`config.mk`:
```
export PLATFORM = sky130hd
export DESIGN_NAME = runlist_mapping_pair_decoder_unit
export DESIGN_NICKNAME = d
export VERILOG_FILES = /design/src/rtl/rmpd_pkg.sv /design/src/rtl/rmpd_ctrl.sv /design/src/rtl/rmpd_dpath.sv /design/src/rtl/runlist_mapping_pair_decoder_unit.sv
export SDC_FILE = /design/constraint.sdc
export NUM_CORES = 2
export LEC_CHECK = 0
export BUFFER_PORTS_ARGS = -buffer_cell sky130_fd_sc_hd__buf_2
export CORE_MARGIN = 1
export CORE_UTILIZATION = 38
export CTS_BUF_LIST = sky130_fd_sc_hd__clkbuf_16
export CTS_CLUSTER_DIAMETER = 120
export DETAILED_ROUTE_END_ITERATION = 16
export GPL_TIMING_DRIVEN = 1
export PLACE_DENSITY_LB_ADDON = 0.1
export SYNTH_ARGS = -nofsm -noshare
export SYNTH_HDL_FRONTEND = slang
export SYNTH_HIERARCHICAL = 1
export SYNTH_SLANG_ARGS = --single-unit
```
`constraint.sdc`:
```
create_clock -name clk -period 9.8 [get_ports clk]
set_input_delay 0.98 -clock clk [delete_from_list [all_inputs] [get_ports clk]]
set_output_delay 0.98 -clock clk [all_outputs]
set_load 0.05 [all_outputs]
```
`src/rtl/rmpd_pkg.sv`:
```
// ----------------------------------------------------------------------------
// rmpd_pkg
// Shared types, constants and helpers for the run list mapping pair decoder.
// ----------------------------------------------------------------------------
`default_nettype none

package rmpd_pkg;

	// Default cluster number width and the widest field that is decoded
	localparam int CLUSTER_BITS    = 40;
	localparam int MAX_FIELD_BYTES = 8;

	// Configuration register widths and reset values
	localparam int BPS_W     = 13;
	localparam int SPC_W     = 8;
	localparam int BPC_W     = BPS_W + SPC_W;
	localparam int CFG_W     = 13;
	localparam int CFG_IDX_W = 1;
	localparam logic [BPS_W-1:0] BPS_RST = 13'd512;
	localparam logic [SPC_W-1:0] SPC_RST = 8'd8;

	// Configuration register indexes
	localparam logic [CFG_IDX_W-1:0] REG_BYTES_PER_SECTOR    = 1'b0;
	localparam logic [CFG_IDX_W-1:0] REG_SECTORS_PER_CLUSTER = 1'b1;

	// Result field widths
	localparam int SC_W    = 40;
	localparam int LEN_W   = 32;
	localparam int ADDR_W  = 59;
	localparam int CNT_W   = 32;
	localparam int ST_W    = 3;
	localparam int ACC_W   = 64;
	localparam int OUT_DATA_W = 168;
	localparam int OUT_USER_W = 4;

	// Result status codes
	typedef enum logic [ST_W-1:0] {
		ST_OK         = 3'd0,
		ST_NEG_LEN    = 3'd1,
		ST_FIELD_WIDE = 3'd2,
		ST_RANGE      = 3'd3,
		ST_CNT_OVF    = 3'd4
	} status_t;

	// Commands from the controller to the datapath
	typedef struct packed {
		logic       hdr_load;   // nonzero header: clear accumulators
		logic       hdr_end;    // zero header: queue an end-of-list result
		logic       clear_run;  // new list: running cluster back to zero
		logic       acc_len;    // merge byte into length accumulator
		logic       acc_off;    // merge byte into offset accumulator
		logic [2:0] byte_sel;   // byte lane of the accumulator
		logic       calc;       // run check and cluster update
		logic       mul;        // scaling products
		logic       emit;       // load the output register
		logic [3:0] len_size;
		logic [3:0] off_size;
	} rmpd_cmd_t;

	// Status from the datapath to the controller
	typedef struct packed {
		logic out_free;         // output register can take a result
	} rmpd_stat_t;

	// Sign-extend a little-endian field of n bytes; zero bytes reads as 0
	function automatic logic [ACC_W-1:0] sext_field(input logic [ACC_W-1:0] acc,
		input logic [3:0] n);
		logic [ACC_W-1:0] r;
		logic             sgn;
		r   = '0;
		sgn = 1'b0;
		case (n)
			4'd1: sgn = acc[7];
			4'd2: sgn = acc[15];
			4'd3: sgn = acc[23];
			4'd4: sgn = acc[31];
			4'd5: sgn = acc[39];
			4'd6: sgn = acc[47];
			4'd7: sgn = acc[55];
			default: sgn = 1'b0;
		endcase
		if (n == 4'd0) begin
			r = '0;
		end else if (n >= 4'd8) begin
			r = acc;
		end else begin
			for (int k = 0; k < 8; k++) begin
				r[k*8 +: 8] = (4'(k) < n) ? acc[k*8 +: 8] : {8{sgn}};
			end
		end
		return r;
	endfunction

endpackage

`default_nettype wire

```
`src/rtl/rmpd_ctrl.sv`:
```
// ----------------------------------------------------------------------------
// rmpd_ctrl
// Parse controller: tracks header, length and offset bytes and sequences the
// run completion steps of the datapath.
// ----------------------------------------------------------------------------
`default_nettype none

module rmpd_ctrl (
	input  wire logic                clk,
	input  wire logic                arst_n,
	input  wire logic                s_tvalid,
	output logic                     s_tready,
	input  wire logic [7:0]          run_byte,
	input  wire logic                list_start,
	input  wire rmpd_pkg::rmpd_stat_t stat,
	output rmpd_pkg::rmpd_cmd_t      cmd
);

	typedef enum logic [2:0] {
		S_HDR,
		S_LEN,
		S_OFF,
		S_CALC,
		S_MUL,
		S_EMIT
	} state_t;

	state_t     state_q;
	logic [3:0] len_size_q;
	logic [3:0] off_size_q;
	logic [3:0] idx_q;
	logic [3:0] idx_nxt;
	logic       accept;
	logic       is_hdr;

	assign s_tready = (state_q == S_HDR) || (state_q == S_LEN) || (state_q == S_OFF);
	assign accept   = s_tvalid && s_tready;
	assign idx_nxt  = idx_q + 4'd1;
	// list_start forces header handling in any parse state
	assign is_hdr   = list_start || (state_q == S_HDR);

	// Command decode
	always_comb begin
		cmd           = '0;
		cmd.len_size  = len_size_q;
		cmd.off_size  = off_size_q;
		cmd.byte_sel  = idx_q[2:0];
		if (accept) begin
			if (is_hdr) begin
				cmd.clear_run = list_start;
				cmd.hdr_end   = (run_byte == 8'd0);
				cmd.hdr_load  = (run_byte != 8'd0);
			end else if (state_q == S_LEN) begin
				// bytes past the eighth are dropped
				cmd.acc_len = !idx_q[3];
			end else begin
				cmd.acc_off = !idx_q[3];
			end
		end
		cmd.calc = (state_q == S_CALC);
		cmd.mul  = (state_q == S_MUL);
		cmd.emit = (state_q == S_EMIT) && stat.out_free;
	end

	// State and field size tracking
	always_ff @(posedge clk or negedge arst_n) begin
		if (!arst_n) begin
			state_q    <= S_HDR;
			len_size_q <= 4'd0;
			off_size_q <= 4'd0;
			idx_q      <= 4'd0;
		end else begin
			case (state_q)
				S_HDR, S_LEN, S_OFF: begin
					if (accept) begin
						if (is_hdr) begin
							idx_q <= 4'd0;
							if (run_byte == 8'd0) begin
								state_q <= S_EMIT;
							end else begin
								len_size_q <= run_byte[3:0];
								off_size_q <= run_byte[7:4];
								state_q    <= (run_byte[3:0] != 4'd0) ? S_LEN : S_OFF;
							end
						end else if (state_q == S_LEN) begin
							if (idx_nxt >= len_size_q) begin
								idx_q   <= 4'd0;
								state_q <= (off_size_q != 4'd0) ? S_OFF : S_CALC;
							end else begin
								idx_q <= idx_nxt;
							end
						end else begin
							if (idx_nxt >= off_size_q) begin
								idx_q   <= 4'd0;
								state_q <= S_CALC;
							end else begin
								idx_q <= idx_nxt;
							end
						end
					end
				end
				S_CALC: begin
					state_q <= S_MUL;
				end
				S_MUL: begin
					state_q <= S_EMIT;
				end
				S_EMIT: begin
					if (stat.out_free) begin
						state_q <= S_HDR;
					end
				end
				default: begin
					state_q <= S_HDR;
				end
			endcase
		end
	end

endmodule

`default_nettype wire

```
`src/rtl/rmpd_dpath.sv`:
```
// ----------------------------------------------------------------------------
// rmpd_dpath
// Datapath: field accumulators, running cluster, range checks, scaling
// multipliers and the output register.
// ----------------------------------------------------------------------------
`default_nettype none

module rmpd_dpath #(
	parameter int CLUSTER_BITS = rmpd_pkg::CLUSTER_BITS
) (
	input  wire logic                                 clk,
	input  wire logic                                 arst_n,
	input  wire logic                                 cfg_we,
	input  wire logic [rmpd_pkg::CFG_IDX_W-1:0]       cfg_index,
	input  wire logic [rmpd_pkg::CFG_W-1:0]           cfg_wdata,
	input  wire logic [7:0]                           run_byte,
	input  wire rmpd_pkg::rmpd_cmd_t                  cmd,
	output rmpd_pkg::rmpd_stat_t                      stat,
	input  wire logic                                 m_tready,
	output logic                                      out_valid,
	output logic [rmpd_pkg::SC_W-1:0]                 start_cluster,
	output logic [rmpd_pkg::LEN_W-1:0]                length_clusters,
	output logic [rmpd_pkg::ADDR_W-1:0]               byte_address,
	output logic [rmpd_pkg::CNT_W-1:0]                byte_count,
	output logic                                      sparse_run,
	output logic                                      list_end,
	output logic [rmpd_pkg::ST_W-1:0]                 status
);

	localparam int ACC_W   = rmpd_pkg::ACC_W;
	localparam int BPC_W   = rmpd_pkg::BPC_W;
	localparam int LEN_W   = rmpd_pkg::LEN_W;
	localparam int SUM_W   = ACC_W + 2;
	localparam int APROD_W = CLUSTER_BITS + BPC_W;
	localparam int CPROD_W = LEN_W + BPC_W;

	// Configuration and derived bytes per cluster
	logic [rmpd_pkg::BPS_W-1:0] bps_q;
	logic [rmpd_pkg::SPC_W-1:0] spc_q;
	logic [BPC_W-1:0]           bpc_q;

	// Parse state
	logic [ACC_W-1:0]        len_acc_q;
	logic [ACC_W-1:0]        off_acc_q;
	logic [CLUSTER_BITS-1:0] run_q;
	logic                    end_q;

	// Run check results
	logic [CLUSTER_BITS-1:0] next_q;
	logic [LEN_W-1:0]        len_q;
	rmpd_pkg::status_t       st_q;
	logic                    sparse_q;

	// Scaling products
	logic [APROD_W-1:0]      addr_prod_q;
	logic [CPROD_W-1:0]      cnt_prod_q;

	// Output register
	logic                          out_valid_q;
	logic [rmpd_pkg::SC_W-1:0]     sc_o_q;
	logic [LEN_W-1:0]              len_o_q;
	logic [rmpd_pkg::ADDR_W-1:0]   addr_o_q;
	logic [rmpd_pkg::CNT_W-1:0]    cnt_o_q;
	logic                          sparse_o_q;
	logic                          end_o_q;
	logic [rmpd_pkg::ST_W-1:0]     st_o_q;

	// Combinational terms
	logic [ACC_W-1:0]  len_ext;
	logic [ACC_W-1:0]  off_ext;
	logic [SUM_W-1:0]  sum;
	logic              range_bad;
	logic              field_wide;
	rmpd_pkg::status_t st_calc;
	logic [LEN_W-1:0]  len_sat;
	logic              cnt_over;
	logic              run_err;

	// Run check: sign-extend fields, add offset to running cluster
	always_comb begin
		len_ext    = rmpd_pkg::sext_field(len_acc_q, cmd.len_size);
		off_ext    = rmpd_pkg::sext_field(off_acc_q, cmd.off_size);
		sum        = SUM_W'(run_q) + {{2{off_ext[ACC_W-1]}}, off_ext};
		range_bad  = |sum[SUM_W-1:CLUSTER_BITS];
		field_wide = (cmd.len_size > 4'(rmpd_pkg::MAX_FIELD_BYTES)) ||
		             (cmd.off_size > 4'(rmpd_pkg::MAX_FIELD_BYTES));
		len_sat    = (|len_ext[ACC_W-1:LEN_W]) ? '1 : len_ext[LEN_W-1:0];
		if (field_wide) begin
			st_calc = rmpd_pkg::ST_FIELD_WIDE;
		end else if (len_ext[ACC_W-1]) begin
			st_calc = rmpd_pkg::ST_NEG_LEN;
		end else if (range_bad) begin
			st_calc = rmpd_pkg::ST_RANGE;
		end else if (|len_ext[ACC_W-2:LEN_W]) begin
			st_calc = rmpd_pkg::ST_CNT_OVF;
		end else begin
			st_calc = rmpd_pkg::ST_OK;
		end
	end

	// Config, accumulators, running cluster
	always_ff @(posedge clk or negedge arst_n) begin
		if (!arst_n) begin
			bps_q     <= rmpd_pkg::BPS_RST;
			spc_q     <= rmpd_pkg::SPC_RST;
			len_acc_q <= '0;
			off_acc_q <= '0;
			run_q     <= '0;
			end_q     <= 1'b0;
		end else begin
			if (cfg_we) begin
				case (cfg_index)
					rmpd_pkg::REG_BYTES_PER_SECTOR:    bps_q <= cfg_wdata;
					rmpd_pkg::REG_SECTORS_PER_CLUSTER: spc_q <= cfg_wdata[rmpd_pkg::SPC_W-1:0];
					default: ;
				endcase
			end
			if (cmd.hdr_load) begin
				len_acc_q <= '0;
				off_acc_q <= '0;
			end else if (cmd.acc_len) begin
				len_acc_q[cmd.byte_sel*8 +: 8] <= len_acc_q[cmd.byte_sel*8 +: 8] | run_byte;
			end else if (cmd.acc_off) begin
				off_acc_q[cmd.byte_sel*8 +: 8] <= off_acc_q[cmd.byte_sel*8 +: 8] | run_byte;
			end
			if (cmd.clear_run) begin
				run_q <= '0;
			end else if (cmd.calc && (st_calc == rmpd_pkg::ST_OK ||
			                          st_calc == rmpd_pkg::ST_CNT_OVF)) begin
				run_q <= sum[CLUSTER_BITS-1:0];
			end
			if (cmd.hdr_end) begin
				end_q <= 1'b1;
			end else if (cmd.calc) begin
				end_q <= 1'b0;
			end
		end
	end

	// Bytes per cluster, check results and scaling products
	always_ff @(posedge clk) begin
		bpc_q <= BPC_W'(bps_q) * BPC_W'(spc_q);
		if (cmd.calc) begin
			next_q   <= sum[CLUSTER_BITS-1:0];
			len_q    <= len_sat;
			st_q     <= st_calc;
			sparse_q <= (cmd.off_size == 4'd0);
		end
		if (cmd.mul) begin
			addr_prod_q <= APROD_W'(next_q) * APROD_W'(bpc_q);
			cnt_prod_q  <= CPROD_W'(len_q) * CPROD_W'(bpc_q);
		end
	end

	assign cnt_over = |cnt_prod_q[CPROD_W-1:rmpd_pkg::CNT_W];
	assign run_err  = (st_q == rmpd_pkg::ST_NEG_LEN) || (st_q == rmpd_pkg::ST_FIELD_WIDE) ||
	                  (st_q == rmpd_pkg::ST_RANGE);

	// Output register valid
	always_ff @(posedge clk or negedge arst_n) begin
		if (!arst_n) begin
			out_valid_q <= 1'b0;
		end else if (cmd.emit) begin
			out_valid_q <= 1'b1;
		end else if (m_tready) begin
			out_valid_q <= 1'b0;
		end
	end

	// Output register payload
	always_ff @(posedge clk) begin
		if (cmd.emit) begin
			if (end_q) begin
				sc_o_q     <= '0;
				len_o_q    <= '0;
				addr_o_q   <= '0;
				cnt_o_q    <= '0;
				sparse_o_q <= 1'b0;
				end_o_q    <= 1'b1;
				st_o_q     <= rmpd_pkg::ST_OK;
			end else if (run_err) begin
				sc_o_q     <= '0;
				len_o_q    <= '0;
				addr_o_q   <= '0;
				cnt_o_q    <= '0;
				sparse_o_q <= sparse_q;
				end_o_q    <= 1'b0;
				st_o_q     <= st_q;
			end else begin
				sc_o_q     <= rmpd_pkg::SC_W'(next_q);
				len_o_q    <= len_q;
				addr_o_q   <= rmpd_pkg::ADDR_W'(addr_prod_q);
				sparse_o_q <= sparse_q;
				end_o_q    <= 1'b0;
				if (st_q == rmpd_pkg::ST_CNT_OVF || cnt_over) begin
					cnt_o_q <= '1;
					st_o_q  <= rmpd_pkg::ST_CNT_OVF;
				end else begin
					cnt_o_q <= cnt_prod_q[rmpd_pkg::CNT_W-1:0];
					st_o_q  <= rmpd_pkg::ST_OK;
				end
			end
		end
	end

	assign stat.out_free   = !out_valid_q || m_tready;
	assign out_valid       = out_valid_q;
	assign start_cluster   = sc_o_q;
	assign length_clusters = len_o_q;
	assign byte_address    = addr_o_q;
	assign byte_count      = cnt_o_q;
	assign sparse_run      = sparse_o_q;
	assign list_end        = end_o_q;
	assign status          = st_o_q;

endmodule

`default_nettype wire

```
`src/rtl/runlist_mapping_pair_decoder_unit.sv`:
```
// After the last byte of a run, the result passes the check and scale steps
// and then the output load, which waits until the output register is free.
// Throughput: one byte per cycle inside a run; each finished run holds the
// input for check, scale and output load, a zero header for the load alone.
// Reset: asynchronous; parser to header, running cluster 0, sector size 512,
// sectors per cluster 8, output empty.
// ----------------------------------------------------------------------------
// runlist_mapping_pair_decoder_unit
// Decodes a byte-wide run list into runs with cluster and byte addresses.
// ----------------------------------------------------------------------------
`default_nettype none

module runlist_mapping_pair_decoder_unit #(
	parameter int CLUSTER_BITS = rmpd_pkg::CLUSTER_BITS
) (
	input  wire logic                                 clk,
	input  wire logic                                 arst_n,
	// configuration
	input  wire logic                                 cfg_we,
	input  wire logic [rmpd_pkg::CFG_IDX_W-1:0]       cfg_index,
	input  wire logic [rmpd_pkg::CFG_W-1:0]           cfg_wdata,
	// byte input
	input  wire logic                                 s_tvalid,
	output logic                                      s_tready,
	input  wire logic [7:0]                           s_tdata,  // run_byte
	input  wire logic                                 s_tuser,  // list_start
	// run output
	output logic                                      m_tvalid,
	input  wire logic                                 m_tready,
	// start_cluster[39:0], length_clusters[71:40], byte_address[130:72],
	// byte_count[162:131], zero fill[167:163]
	output logic [rmpd_pkg::OUT_DATA_W-1:0]           m_tdata,
	// sparse_run[0], status[3:1]
	output logic [rmpd_pkg::OUT_USER_W-1:0]           m_tuser,
	output logic                                      m_tlast   // list_end
);

	rmpd_pkg::rmpd_cmd_t  cmd;
	rmpd_pkg::rmpd_stat_t stat;

	logic [rmpd_pkg::SC_W-1:0]   start_cluster;
	logic [rmpd_pkg::LEN_W-1:0]  length_clusters;
	logic [rmpd_pkg::ADDR_W-1:0] byte_address;
	logic [rmpd_pkg::CNT_W-1:0]  byte_count;
	logic                        sparse_run;
	logic [rmpd_pkg::ST_W-1:0]   status;

	rmpd_ctrl u_ctrl (
		.clk        (clk),
		.arst_n     (arst_n),
		.s_tvalid   (s_tvalid),
		.s_tready   (s_tready),
		.run_byte   (s_tdata),
		.list_start (s_tuser),
		.stat       (stat),
		.cmd        (cmd)
	);

	rmpd_dpath #(
		.CLUSTER_BITS (CLUSTER_BITS)
	) u_dpath (
		.clk             (clk),
		.arst_n          (arst_n),
		.cfg_we          (cfg_we),
		.cfg_index       (cfg_index),
		.cfg_wdata       (cfg_wdata),
		.run_byte        (s_tdata),
		.cmd             (cmd),
		.stat            (stat),
		.m_tready        (m_tready),
		.out_valid       (m_tvalid),
		.start_cluster   (start_cluster),
		.length_clusters (length_clusters),
		.byte_address    (byte_address),
		.byte_count      (byte_count),
		.sparse_run      (sparse_run),
		.list_end        (m_tlast),
		.status          (status)
	);

	// Pack result fields, lowest field first
	assign m_tdata = {5'd0, byte_count, byte_address, length_clusters, start_cluster};
	assign m_tuser = {status, sparse_run};

endmodule

`default_nettype wire

```
==> summary.txt <==
Synth
  • Synth Instances: between 7,000 and 8,000
  • Dominant synthesized flop cell: edfxtp_1
  • Synth cell types: 90
  • EDFF count, synth: 356
  • Post-synth ARST share: 35.3%
  • YS warnings: 6
  • Sequential area share after synthesis: a little over a fifth
  • Avg Inst Size Synth: about 9.7 µm²
  • Synth Cell Area: 75,800 µm²
  • Flops & latches, synth: 583

Clocking
  • Clock root buffer: clkbuf_16
  • Post_cts resized: 0
  • CTS Buf Count: 75
  • CTS H-tree depth: 3
  • Clock slew at reported path FFs: 0.06 ns
  • CTS tree: done
  • Cts-stage hold buffer count: 0
  • Clock Sinks: between 500 and 600
  • Maximum clock insertion buffer count: 3
  • Clk Latency, worst-skew pair: between 0.7 and 0.8 ns
  • Postcts setup bufs: 0

Timing
  • RSZ-0062 raised after global routing: no
  • Final Hold Fails: 0
  • Worst slew pin tran: 1.40 ns
  • Max transition margin: 6.03%
  • Final setup vio count: 0
  • Slew Limit Fails: 0
  • Fin crit period: 8.87 ns
  • Fin crit share: 90.5%
  • TNS Setup: 0 ns
  • Max Fclk: approximately 0.11 GHz
  • Clock skew: 0.0847 ns

Placement
  • Hpwl dp: 178 mm
  • GP Congestion: just under 0.9
  • Number of port buffers: 197

Route
  • First DRT Iteration DRCs: approximately 3,500
  • Post-DR vias/cell: ~5.1
  • Residual DRC: 0
  • DRT Wirelength: about 230 mm
  • Via count: between 50,000 and 60,000
  • DRT Pass-1 Iters: 5
  • Routed Antenna Nets: 0
  • WL per Instance: approximately 21 µm

Global route
  • Largest net degree at the start of global routing: 165
  • Global-route wire length before repair: 356 mm
  • Remaining Overflow, GRT: 0
  • Vias in the first global route: 58,199
  • Initial antenna violation count: 17
  • GRT Total Usage: 23.1%

Floorplanning
  • Die Span X: 449 µm
  • Starting density of the core: 38.3%
  • DIE HEIGHT: about 450 µm
  • IO Pins: 203
  • # rows: 163
  • Core Area: 198,000 µm²
  • Die area: 201,000 µm²

Run
  • Max-cap violation count: 0

Min path
  • HP Class: in2async

Cells and area
  • Nets: 9,662
  • Most frequent cells in the layout: inv_1, fa_1, nand2_1, and2_1, ha_1
  • Commonest non-fill, non-tap cell in the layout: inv_1
  • Layout cells sized above 1: 7.62%
  • Layout area overhead: 8.77%

Critical path
  • CP Max Fanout: 22
  • Top cell by count, worst path: fa_1
  • Critical Path RT: 10.26 ns
  • Kind of critical path: reg2reg
  • Max stage delay on crit path: between 1 and 1.5 ns
  • CP Buf/Inv Count: 5
  • Crit path arrival time: 9.34 ns
  • Crit path launch type: flip-flop
  • R2r setup slk: a little over 0.9 ns
  • Crit-path leading delay family: adder cells
  • Critical path endpoint category: flip-flop
  • CP max stage cell: edfxtp_1

Outcome
  • Outcome: finished clean
synthesized netlist by cell type (42+ instances only):
library cell,count,share of area [%]
nand2_1,1253,6.2
and2_1,819,6.8
clkbuf_1,392,1.9
dfrtp_1,204,6.7
nor2_1,130,0.64
o21ai_0,285,1.9
a21o_1,153,1.5
xor2_1,42,0.49
edfxtp_1,356,14
inv_1,1469,7.3
a21oi_1,218,1.4
nand3_1,76,0.50
xnor2_1,114,1.3
fa_1,1352,36
ha_1,416,6.9
per-stage QoR:
| step | util, % | setup WS [ns] | area (µm²) | std cells | hold slack, ns |
|---|---|---|---|---|---|
| 3_5_place_dp | 40.4 | 0.999 | 79900 | 10428 | 0.495 |
| 4_1_cts | 41.7 | 1.01 | 82400 | 10568 | 0.300 |
| 5_1_grt | 41.7 | 0.536 | 82400 | 10581 | 0.350 |
| 6_report | 41.7 | 0.927 | 82400 | 10583 | 0.302 |
| 3_3_place_gp | 40.4 | 1.12 | 79900 | 10428 | 0.485 |
| 2_1_floorplan | - | 0.379 | 75800 | 7844 | 0.459 |
routing by layer:
| layer | part of all wire, % | GRT usage (%) | vias up |
|---|---|---|---|
| li1 | - | - | 24126 |
| met1 | 45 | 32.1 | 28202 |
| met2 | 47 | 37.7 | 1410 |
| met3 | 5.4 | 2.77 | 240 |
| met4 | 2.8 | 6.92 | 0 |
| met5 | 0 | 0 | - |
cells by family after synthesis:
| kind of cell | after synthesis | share of synthesized area (%) |
|---|---|---|
| DFF | 583 | 21.5 |
| and+or+nand+nor | 2496 | 16.0 |
| adders and majority gates | 1768 | 42.6 |
| muxes | 71 | 1.59 |
| other | 1 | 0.00495 |
| buffers and inverters | 1899 | 9.56 |
| AOI/OAI and AO/OA | 866 | 7.04 |
| xor gates and xnor gates | 156 | 1.80 |
layout make-up:
| class | instances | area, µm² |
|---|---|---|
| multi-input cells | 5362 | 52300 |
| inverters | 1470 | 5520 |
| diodes | 14 | 35.0 |
| well taps | 2640 | 3300 |
| clock inverters | 65 | 652 |
| fillers | 19490 | 115000 |
| clock buffers | 75 | 1880 |
| repair buffers | 374 | 2420 |
| flip-flops and latches | 583 | 16300 |
path summary, 6_finish.rpt:
check	startpoint	endpoint	depth (start not counted)
max	u_dpath/next_q[13]	u_dpath/addr_prod_q[54]	25
min	arst_n	u_dpath/out_valid	1
max reg2reg	u_dpath/next_q[13]	u_dpath/addr_prod_q[54]	25
min reg2reg	u_dpath/addr_prod_q[25]	u_dpath/byte_address[25]	1
max in group asynchronous	arst_n	u_dpath/run_q[9]	2
min in group clk	cfg_wdata[10]	u_dpath/bps_q[10]	2
sequential cells by signal, summed over array words and instances (netlist names), 40 cells and up:
register / count
u_dpath/len_acc_q: 64
u_dpath/addr_prod_q: 59
u_dpath/start_cluster: 40
u_dpath/run_q: 40
u_dpath/off_acc_q: 64
u_dpath/next_q: 40
u_dpath/cnt_prod_q: 53
u_dpath/byte_address: 59
Power is left out: the tool's default activity adds up to more than one toggle a clock period on the data nets, which glitch-free logic cannot reach.
